$ cat src/lsm_pkg.sv
// Shared types and constants for the processor load smoother.
`timescale 1ns / 1ps
package lsm_pkg;

  // Q1.16 load values and Q1.8 weights
  localparam int unsigned LOAD_W = 17;
  localparam logic [LOAD_W-1:0] ONE_Q16 = 17'h10000;
  localparam int unsigned WEIGHT_W = 9;
  localparam logic [WEIGHT_W-1:0] WEIGHT_ONE = 9'd256;
  localparam logic [WEIGHT_W-1:0] WEIGHT_RESET = 9'd179;

  // Ratio divider yields one quotient bit per step
  localparam int unsigned QUOT_W = 16;
  localparam int unsigned STEP_W = 4;
  localparam int unsigned TICK_W = 32;

  // Queue between the front and back parts
  localparam int unsigned QUEUE_DEPTH = 2;
  localparam int unsigned QUEUE_PTR_W = 1;
  localparam int unsigned QUEUE_CNT_W = 2;

  // Sample class found by the front part
  typedef enum logic [1:0] {
    KIND_DIVIDE = 2'd0,
    KIND_ZERO   = 2'd1,
    KIND_FULL   = 2'd2
  } kind_e;

  typedef struct packed {
    logic [TICK_W-1:0] busy_ticks;
    logic [TICK_W-1:0] total_ticks;
  } in_item_t;

  typedef struct packed {
    logic [LOAD_W-1:0] raw_load;
    logic [LOAD_W-1:0] window_average;
    logic [LOAD_W-1:0] smoothed_load;
    logic              zero_interval;
  } out_item_t;

  typedef struct packed {
    logic [TICK_W-1:0] busy;
    logic [TICK_W-1:0] total;
    kind_e             kind;
  } job_t;

  typedef struct packed {
    logic valid;
    job_t job;
  } push_t;

  typedef struct packed {
    logic full;
    logic empty;
  } queue_status_t;

endpackage

$ cat src/cpu_load_smoother.sv
// Top level of the processor load smoother: front, queue, back and weight register.
// A result passes through the ratio divider when a division is needed and skips it otherwise.
// The back part handles one transaction at a time; its ratio divider produces
// one quotient bit per cycle.
// Two transactions may wait in the queue while the back part is busy.
// Reset clears the history, counters and average and sets the weight to 179.
`timescale 1ns / 1ps
module cpu_load_smoother #(
  parameter int unsigned WINDOW = 5
) (
  input  logic                         clk_i,
  input  logic                         rst_ni,
  input  logic                         in_valid_i,
  output logic                         in_stall_o,
  input  lsm_pkg::in_item_t            in_data_i,
  output logic                         out_valid_o,
  input  logic                         out_stall_i,
  output lsm_pkg::out_item_t           out_data_o,
  input  logic                         cfg_we_i,
  input  logic [lsm_pkg::WEIGHT_W-1:0] cfg_wdata_i
);
  import lsm_pkg::*;

  push_t               push;
  job_t                job;
  queue_status_t       queue_status;
  logic                pop;
  logic [WEIGHT_W-1:0] weight_q;

  // Hold the exponential weight
  always_ff @(posedge clk_i or negedge rst_ni) begin
    if (!rst_ni) begin
      weight_q <= WEIGHT_RESET;
    end else if (cfg_we_i) begin
      weight_q <= cfg_wdata_i;
    end
  end

  lsm_front u_front (
    .in_valid_i     (in_valid_i),
    .in_stall_o     (in_stall_o),
    .in_data_i      (in_data_i),
    .queue_status_i (queue_status),
    .push_o         (push)
  );

  lsm_queue u_queue (
    .clk_i    (clk_i),
    .rst_ni   (rst_ni),
    .push_i   (push),
    .pop_i    (pop),
    .job_o    (job),
    .status_o (queue_status)
  );

  lsm_back #(
    .WINDOW (WINDOW)
  ) u_back (
    .clk_i          (clk_i),
    .rst_ni         (rst_ni),
    .job_i          (job),
    .queue_status_i (queue_status),
    .pop_o          (pop),
    .weight_i       (weight_q),
    .out_valid_o    (out_valid_o),
    .out_stall_i    (out_stall_i),
    .out_data_o     (out_data_o)
  );

  // Loads stay within one
  assert property (@(posedge clk_i) disable iff (!rst_ni)
    out_valid_o |-> (out_data_o.raw_load <= ONE_Q16) &&
                    (out_data_o.window_average <= ONE_Q16) &&
                    (out_data_o.smoothed_load <= ONE_Q16))
    else $error("load above one");

  // An empty interval reports zero load
  assert property (@(posedge clk_i) disable iff (!rst_ni)
    out_valid_o && out_data_o.zero_interval |-> out_data_o.raw_load == '0)
    else $error("zero interval with nonzero load");

  // The back part never takes from an empty queue
  assert property (@(posedge clk_i) disable iff (!rst_ni)
    pop |-> !queue_status.empty)
    else $error("pop from empty queue");

  // A queue that was full and not drained stays full
  assert property (@(posedge clk_i) disable iff (!rst_ni)
    queue_status.full && !pop |=> queue_status.full)
    else $error("queue lost an entry");

endmodule

$ cat src/lsm_front.sv
// Front part: takes sample transactions and classifies them for the back part.
`timescale 1ns / 1ps
module lsm_front (
  input  logic                   in_valid_i,
  output logic                   in_stall_o,
  input  lsm_pkg::in_item_t      in_data_i,
  input  lsm_pkg::queue_status_t queue_status_i,
  output lsm_pkg::push_t         push_o
);
  import lsm_pkg::*;

  kind_e kind;

  // Classify: empty interval, busy at or above total, or a true division
  always_comb begin
    if (in_data_i.total_ticks == '0) begin
      kind = KIND_ZERO;
    end else if (in_data_i.busy_ticks >= in_data_i.total_ticks) begin
      kind = KIND_FULL;
    end else begin
      kind = KIND_DIVIDE;
    end
  end

  // Hold off the sender while the queue is full
  assign in_stall_o = queue_status_i.full;

  assign push_o.valid     = in_valid_i && !queue_status_i.full;
  assign push_o.job.busy  = in_data_i.busy_ticks;
  assign push_o.job.total = in_data_i.total_ticks;
  assign push_o.job.kind  = kind;

endmodule

$ cat src/lsm_queue.sv
// Short job queue that decouples the front and back parts.
`timescale 1ns / 1ps
module lsm_queue (
  input  logic                   clk_i,
  input  logic                   rst_ni,
  input  lsm_pkg::push_t         push_i,
  input  logic                   pop_i,
  output lsm_pkg::job_t          job_o,
  output lsm_pkg::queue_status_t status_o
);
  import lsm_pkg::*;

  job_t                   mem_q [QUEUE_DEPTH];
  logic [QUEUE_PTR_W-1:0] wr_ptr_q, wr_ptr_d;
  logic [QUEUE_PTR_W-1:0] rd_ptr_q, rd_ptr_d;
  logic [QUEUE_CNT_W-1:0] count_q, count_d;
  logic                   do_push, do_pop;

  assign do_push = push_i.valid && !status_o.full;
  assign do_pop  = pop_i && !status_o.empty;

  // Advance pointers and occupancy
  always_comb begin
    wr_ptr_d = do_push ? wr_ptr_q + 1'b1 : wr_ptr_q;
    rd_ptr_d = do_pop ? rd_ptr_q + 1'b1 : rd_ptr_q;
    count_d  = count_q;
    if (do_push && !do_pop) begin
      count_d = count_q + 1'b1;
    end else if (do_pop && !do_push) begin
      count_d = count_q - 1'b1;
    end
  end

  always_ff @(posedge clk_i or negedge rst_ni) begin
    if (!rst_ni) begin
      wr_ptr_q <= '0;
      rd_ptr_q <= '0;
      count_q  <= '0;
    end else begin
      wr_ptr_q <= wr_ptr_d;
      rd_ptr_q <= rd_ptr_d;
      count_q  <= count_d;
    end
  end

  // Store the entry
  always_ff @(posedge clk_i) begin
    if (do_push) begin
      mem_q[wr_ptr_q] <= push_i.job;
    end
  end

  assign job_o           = mem_q[rd_ptr_q];
  assign status_o.full   = (count_q == QUEUE_CNT_W'(QUEUE_DEPTH));
  assign status_o.empty  = (count_q == '0);

endmodule

$ cat src/lsm_back.sv
// Back part: serial ratio divider, window mean and exponential average.
`timescale 1ns / 1ps
module lsm_back #(
  parameter int unsigned WINDOW = 5
) (
  input  logic                         clk_i,
  input  logic                         rst_ni,
  input  lsm_pkg::job_t                job_i,
  input  lsm_pkg::queue_status_t       queue_status_i,
  output logic                         pop_o,
  input  logic [lsm_pkg::WEIGHT_W-1:0] weight_i,
  output logic                         out_valid_o,
  input  logic                         out_stall_i,
  output lsm_pkg::out_item_t           out_data_o
);
  import lsm_pkg::*;

  localparam int unsigned PTR_W   = (WINDOW > 1) ? $clog2(WINDOW) : 1;
  localparam int unsigned SEEN_W  = $clog2(WINDOW + 2);
  localparam int unsigned SUM_W   = LOAD_W + $clog2(WINDOW + 1);
  localparam int unsigned SHIFT   = SUM_W + $clog2(WINDOW);
  localparam int unsigned RECIP_W = SHIFT + 1;
  localparam longint unsigned RECIP = ((64'd1 << SHIFT) + WINDOW - 1) / WINDOW;
  localparam int unsigned PROD_W  = SUM_W + RECIP_W;
  localparam int unsigned EMA_W   = LOAD_W + WEIGHT_W;

  localparam logic [2:0] ST_IDLE = 3'd0;
  localparam logic [2:0] ST_DIV  = 3'd1;
  localparam logic [2:0] ST_SUM  = 3'd2;
  localparam logic [2:0] ST_AVG  = 3'd3;
  localparam logic [2:0] ST_EMA  = 3'd4;

  logic [2:0]        state_q, state_d;
  logic [TICK_W-1:0] rem_q, rem_d;
  logic [TICK_W-1:0] divisor_q, divisor_d;
  logic [QUOT_W-1:0] quot_q, quot_d;
  logic [STEP_W-1:0] step_q, step_d;
  logic [LOAD_W-1:0] raw_q, raw_d;
  logic              zero_q, zero_d;
  logic              first_q, first_d;
  logic [LOAD_W-1:0] avg_q, avg_d;
  logic [SUM_W-1:0]  sum_q, sum_d;
  logic [PTR_W-1:0]  ptr_q, ptr_d;
  logic [SEEN_W-1:0] seen_q, seen_d;
  logic [LOAD_W-1:0] last_q, last_d;
  logic [LOAD_W-1:0] hist_q [WINDOW];
  logic              hist_we;
  logic              out_valid_q, out_valid_d;
  out_item_t         out_data_q, out_data_d;

  logic [TICK_W:0]     rem_shift;
  logic                rem_ge;
  logic [PROD_W-1:0]   avg_prod;
  logic [WEIGHT_W-1:0] weight_sat;
  logic [EMA_W-1:0]    ema_sum;
  logic [LOAD_W-1:0]   smooth;
  logic                out_free;

  // One restoring division step
  assign rem_shift = {rem_q, 1'b0};
  assign rem_ge    = (rem_shift >= {1'b0, divisor_q});

  // Window mean by reciprocal multiply, exact for every reachable sum
  assign avg_prod = PROD_W'(sum_q) * PROD_W'(RECIP_W'(RECIP));

  // Exponential average with weight clamped at one
  assign weight_sat = (weight_i > WEIGHT_ONE) ? WEIGHT_ONE : weight_i;
  assign ema_sum = EMA_W'(weight_sat) * EMA_W'(raw_q)
                 + EMA_W'(WEIGHT_ONE - weight_sat) * EMA_W'(last_q);
  assign smooth = first_q ? raw_q : ema_sum[WEIGHT_W-1 +: LOAD_W];

  assign out_free = !out_valid_q || !out_stall_i;

  // Sequencer
  always_comb begin
    state_d     = state_q;
    rem_d       = rem_q;
    divisor_d   = divisor_q;
    quot_d      = quot_q;
    step_d      = step_q;
    raw_d       = raw_q;
    zero_d      = zero_q;
    first_d     = first_q;
    avg_d       = avg_q;
    sum_d       = sum_q;
    ptr_d       = ptr_q;
    seen_d      = seen_q;
    last_d      = last_q;
    hist_we     = 1'b0;
    pop_o       = 1'b0;
    out_valid_d = out_valid_q && out_stall_i;
    out_data_d  = out_data_q;
    case (state_q)
      ST_IDLE: begin
        if (!queue_status_i.empty) begin
          pop_o     = 1'b1;
          rem_d     = job_i.busy;
          divisor_d = job_i.total;
          step_d    = STEP_W'(QUOT_W - 1);
          zero_d    = (job_i.kind == KIND_ZERO);
          case (job_i.kind)
            KIND_ZERO: begin
              raw_d   = '0;
              state_d = ST_SUM;
            end
            KIND_FULL: begin
              raw_d   = ONE_Q16;
              state_d = ST_SUM;
            end
            default: begin
              state_d = ST_DIV;
            end
          endcase
        end
      end
      ST_DIV: begin
        rem_d  = rem_ge ? TICK_W'(rem_shift - {1'b0, divisor_q}) : rem_shift[TICK_W-1:0];
        quot_d = {quot_q[QUOT_W-2:0], rem_ge};
        step_d = step_q - 1'b1;
        if (step_q == '0) begin
          raw_d   = {1'b0, quot_d};
          state_d = ST_SUM;
        end
      end
      ST_SUM: begin
        // Replace the oldest load and keep the running sum in step
        hist_we = 1'b1;
        sum_d   = sum_q - SUM_W'(hist_q[ptr_q]) + SUM_W'(raw_q);
        ptr_d   = (ptr_q == PTR_W'(WINDOW - 1)) ? '0 : ptr_q + 1'b1;
        first_d = (seen_q == '0);
        if (seen_q < SEEN_W'(WINDOW + 1)) begin
          seen_d = seen_q + 1'b1;
        end
        state_d = ST_AVG;
      end
      ST_AVG: begin
        avg_d   = (seen_q <= SEEN_W'(WINDOW)) ? raw_q : avg_prod[SHIFT +: LOAD_W];
        state_d = ST_EMA;
      end
      ST_EMA: begin
        if (out_free) begin
          last_d                    = smooth;
          out_valid_d               = 1'b1;
          out_data_d.raw_load       = raw_q;
          out_data_d.window_average = avg_q;
          out_data_d.smoothed_load  = smooth;
          out_data_d.zero_interval  = zero_q;
          state_d                   = ST_IDLE;
        end
      end
      default: begin
        state_d = ST_IDLE;
      end
    endcase
  end

  always_ff @(posedge clk_i or negedge rst_ni) begin
    if (!rst_ni) begin
      state_q     <= ST_IDLE;
      sum_q       <= '0;
      ptr_q       <= '0;
      seen_q      <= '0;
      last_q      <= '0;
      first_q     <= 1'b1;
      out_valid_q <= 1'b0;
    end else begin
      state_q     <= state_d;
      sum_q       <= sum_d;
      ptr_q       <= ptr_d;
      seen_q      <= seen_d;
      last_q      <= last_d;
      first_q     <= first_d;
      out_valid_q <= out_valid_d;
    end
  end

  // Load history starts cleared
  always_ff @(posedge clk_i or negedge rst_ni) begin
    if (!rst_ni) begin
      for (int i = 0; i < WINDOW; i++) begin
        hist_q[i] <= '0;
      end
    end else if (hist_we) begin
      hist_q[ptr_q] <= raw_q;
    end
  end

  // Working and result payload
  always_ff @(posedge clk_i) begin
    rem_q      <= rem_d;
    divisor_q  <= divisor_d;
    quot_q     <= quot_d;
    step_q     <= step_d;
    raw_q      <= raw_d;
    zero_q     <= zero_d;
    avg_q      <= avg_d;
    out_data_q <= out_data_d;
  end

  assign out_valid_o = out_valid_q;
  assign out_data_o  = out_data_q;

endmodule
$ cat config.mk
export PLATFORM = sky130hd
export DESIGN_NAME = cpu_load_smoother
export DESIGN_NICKNAME = d
export VERILOG_FILES = /design/src/lsm_pkg.sv /design/src/cpu_load_smoother.sv /design/src/lsm_front.sv /design/src/lsm_queue.sv /design/src/lsm_back.sv
export SDC_FILE = /design/constraint.sdc
export NUM_CORES = 2
export LEC_CHECK = 0
export BUFFER_PORTS_ARGS = -buffer_cell sky130_fd_sc_hd__buf_2
export CORE_ASPECT_RATIO = 0.5
export CORE_UTILIZATION = 51
export CTS_CLUSTER_DIAMETER = 120
export DETAILED_ROUTE_END_ITERATION = 6
export MAX_ROUTING_LAYER = met4
export PLACE_DENSITY_LB_ADDON = 0.15
export SLEW_MARGIN = 20
export SYNTH_ARGS = -nofsm -noshare
export SYNTH_HDL_FRONTEND = slang
export SYNTH_SLANG_ARGS = --single-unit
$ cat constraint.sdc
create_clock -name clk_i -period 21.1 [get_ports clk_i]
set_input_delay 2.11 -clock clk_i [delete_from_list [all_inputs] [get_ports clk_i]]
set_output_delay 2.11 -clock clk_i [all_outputs]
set_load 0.1 [all_outputs]
==> summary.md <==
| Metric | Value |
|---|---|
| Die width | 394.3 um |
| Reg-to-Reg Start | weight_q[8] |
| Worst hold slack | 0.4148 ns |
| # DRC | 0 |
| Core Area | 75600 um^2 |
| Top cells by area, synth | fa_1 (25%), edfxtp_1 (23%), ha_1 (12%) |
| Seq/Total Area, Yosys | 32.44% |
| Ys async rst share | 32.59% |
| Distinct cell type count after synthesis | 72 |
| Root Driver | clkbuf_16 |
| Congestion Overflow GR | 0 |
| Count leader, synth | inv_1 |
| Max Fclk | 104.6 MHz |
| Worst slew pin tran | 1.073 ns |
| H-tree depth | 2 |
| Initial DRC Count | 1404 |
| Resized cells post-CTS | 0 |
| DRT Pass-1 Iters | 5 |
| Post-Syn Instances | 3649 |
| Area leader, netlist | fa_1 |
| CTS buffer count | 43 |
| Final WS setup | 11.54 ns |
| Yosys Warn Count | 0 |
| Die ar. | 78120 um^2 |
| Synthesis-to-layout area growth | 8.702% |
| Worst reg-to-reg setup slack | 11.54 ns |
| Share of layout cells above drive strength 1 | 8.669% |
| Setup-failing EPs final | 0 |
| Worst Path Arrival | 10.06 ns |
| Post-CTS Setup Repair Bufs | 0 |
| Critical path class | reg -> reg |
| Synth Area per Inst | 10.75 um^2 |
| Place WS | 11.62 ns |
| Number of synthesized flops with an enable pin | 302 |
| Clk_lat worst skew | 0.62 ns |
| Final worst path period need | 9.561 ns |
| Vias in the first global route | 26730 |
| Layout Nets | 4730 |
| CTS tree | yes |
| GR Util All Layers | 24.60% |
| Initial antenna violation count | 0 |
| Critical Path RT | 21.60 ns |
| DIE HEIGHT | 198.1 um |
| Top Ports | 132 |
| Port-buffer cells | 131 |
| Std-Cell Rows | 71 |
| Top_reg_cell synth | edfxtp_1 |
| Setup Skew | 0.06781 ns |
| CP Capture Type | flip-flop |
| R2r endpoint | u_back.last_q[16] |
| Cts hold-fix bufs | 0 |
| Final Hold Viols | 0 |
| Register bit count reported by yosys | 448 |
| Register-to-Register Path Depth | 30 |
| Vias per Instance | 5.201 |
| Diode count | 0 |
| Setup TNS | 0 ns |
| Worst Hold Path EP | u_back.out_data_o[19] |
| Hold Crit Start | u_back.avg_q[1] |
| Crit Path Max Fanout | 28 |
| Largest net degree at the start of global routing | 79 |
| Most instantiated cells after synthesis | inv_1 (753), fa_1 (487), ha_1 (381) |
| RSZ-0062 raised after global routing | no |
| Drt total wl | 88.15 mm |
| Final Max Tran Viols | 0 |
| Most used cell, CP | fa_1 |
| Clock buffer depth | 3 |
| Hpwl dp | 68.43 mm |
| CTS clk-pin slew, worst paths | 0.07 ns |
| Critical Path Source Type | flip-flop |
| Slew margin rel. | 28.11% |
| Via count | 25170 |
| Yosys top cell area share | 24.85% |
| Initial core utilization | 51.90% |
| Outcome | completed |
| CTS Sinks | 448 |
| Worst hold-check path type | reg -> reg |
| Final ANT Viol Nets | 0 |
| Worst Hold Path Cells | 0 |
| Tcrit/Tclk final | 45.31% |
| Routed len/inst | 18.21 um |
| Synthesized cell area | 39240 um^2 |
| CP max stage delay | 0.96 ns |
| Routability cong. | 0.8853 |
| Max cap viols | 0 |
| Slowest-stage cell, CP | dfrtp_1 |
| Global-route wire length before repair | 145.3 mm |
-- critical path, delay by kind of cell, from the launching register on --
family	cells	cell delay (ns)
AOI/OAI and AO/OA	9	2.44
and+or+nand+nor	6	1.09
adders and majority gates	9	4.14
xor gates and xnor gates	1	0.13
DFF	1	0.96
buffers and inverters	5	0.67
-- through the flow --
step,instance area (um^2),util (%),cells
2_1_floorplan,39440,-,3703
3_3_place_gp,41170,54.45,4761
3_5_place_dp,41170,54.45,4761
4_1_cts,42650,56.42,4840
5_1_grt,42650,56.42,4840
6_report,42650,56.42,4840
-- registers in the layout, summed over array words and instances (netlist names) --
| register | cells |
|---|---|
| u_queue.wr_ptr_q | 1 |
| u_back.first_q | 1 |
| u_back.out_data_o | 52 |
| u_back.zero_q | 1 |
| u_back.state_q | 3 |
| u_back.last_q | 17 |
| u_back.rem_q | 32 |
| u_back.avg_q | 17 |
| u_back.seen_q | 3 |
| u_back.sum_q | 20 |
| u_queue.count_q | 2 |
| u_back.step_q | 4 |
| u_back.raw_q | 17 |
| u_back.hist_q | 85 |
| u_back.ptr_q | 3 |
| weight_q | 9 |
| u_back.out_valid_o | 1 |
| u_back.divisor_q | 32 |
| u_back.quot_q | 15 |
| u_queue.rd_ptr_q | 1 |
| u_queue.mem_q | 132 |
-- layout make-up --
type	count	area (um^2)
fillers	6495	32950
multi-input cells	2374	23440
flip-flops and latches	448	12730
inverters	757	2841
well taps	1022	1279
clock buffers	54	1157
repair buffers	160	879.6
clock inverters	25	326.6
-- per-layer routing --
metal  share of wire (%)  track usage (%)  routed length [um]  up-vias
met5                   0                -                   0        -
met4                 2.4            5.692                2116        0
met3                 4.2            3.604                3691      106
met2                  49            41.47               43360      400
met1                  44            31.56               38990    12740
li1                    -                -                   -    11930
-- worst max-delay path by stage --
stage / start / end / slack, ns / depth (start not counted)
2_1_floorplan: weight_q[8] / u_back.out_data_o[17] / 12.77 / 35
3_3_place_gp: weight_q[8] / u_back.out_data_o[17] / 11.81 / 33
4_1_cts: weight_q[8] / u_back.last_q[16] / 11.57 / 30
3_5_place_dp: weight_q[8] / u_back.last_q[16] / 11.62 / 30
6_report: weight_q[8] / u_back.last_q[16] / 11.54 / 30
5_1_grt: weight_q[8] / u_back.last_q[16] / 11.01 / 33
-- cells in the final DEF, fill, tap and decap left out, drive strengths merged, types with 66 or more instances in the layout --
| master | count |
|---|---|
| nand2 | 380 |
| edfxtp | 302 |
| a21oi | 103 |
| nor2 | 111 |
| ha | 381 |
| and2 | 138 |
| buf | 160 |
| o21ai | 184 |
| inv | 760 |
| fa | 487 |
| xnor2 | 66 |
| dfrtp | 140 |
-- cells by family (layout without fill, tap and decap cells) --
| kind of cell | count (synthesis) | in the layout | share of synthesized area, % |
|---|---|---|---|
| muxes | 103 | 103 | 3.335 |
| and+or+nand+nor | 796 | 796 | 9.480 |
| other | 2 | 56 | 0.01914 |
| xor gates and xnor gates | 104 | 104 | 2.321 |
| adders and majority gates | 868 | 868 | 36.99 |
| buffers and inverters | 881 | 996 | 8.469 |
| AOI/OAI and AO/OA | 447 | 447 | 6.939 |
| DFF | 448 | 448 | 32.44 |
Power is left out: the tool's default activity adds up to more than one toggle a clock period on the data nets, which glitch-free logic cannot reach.
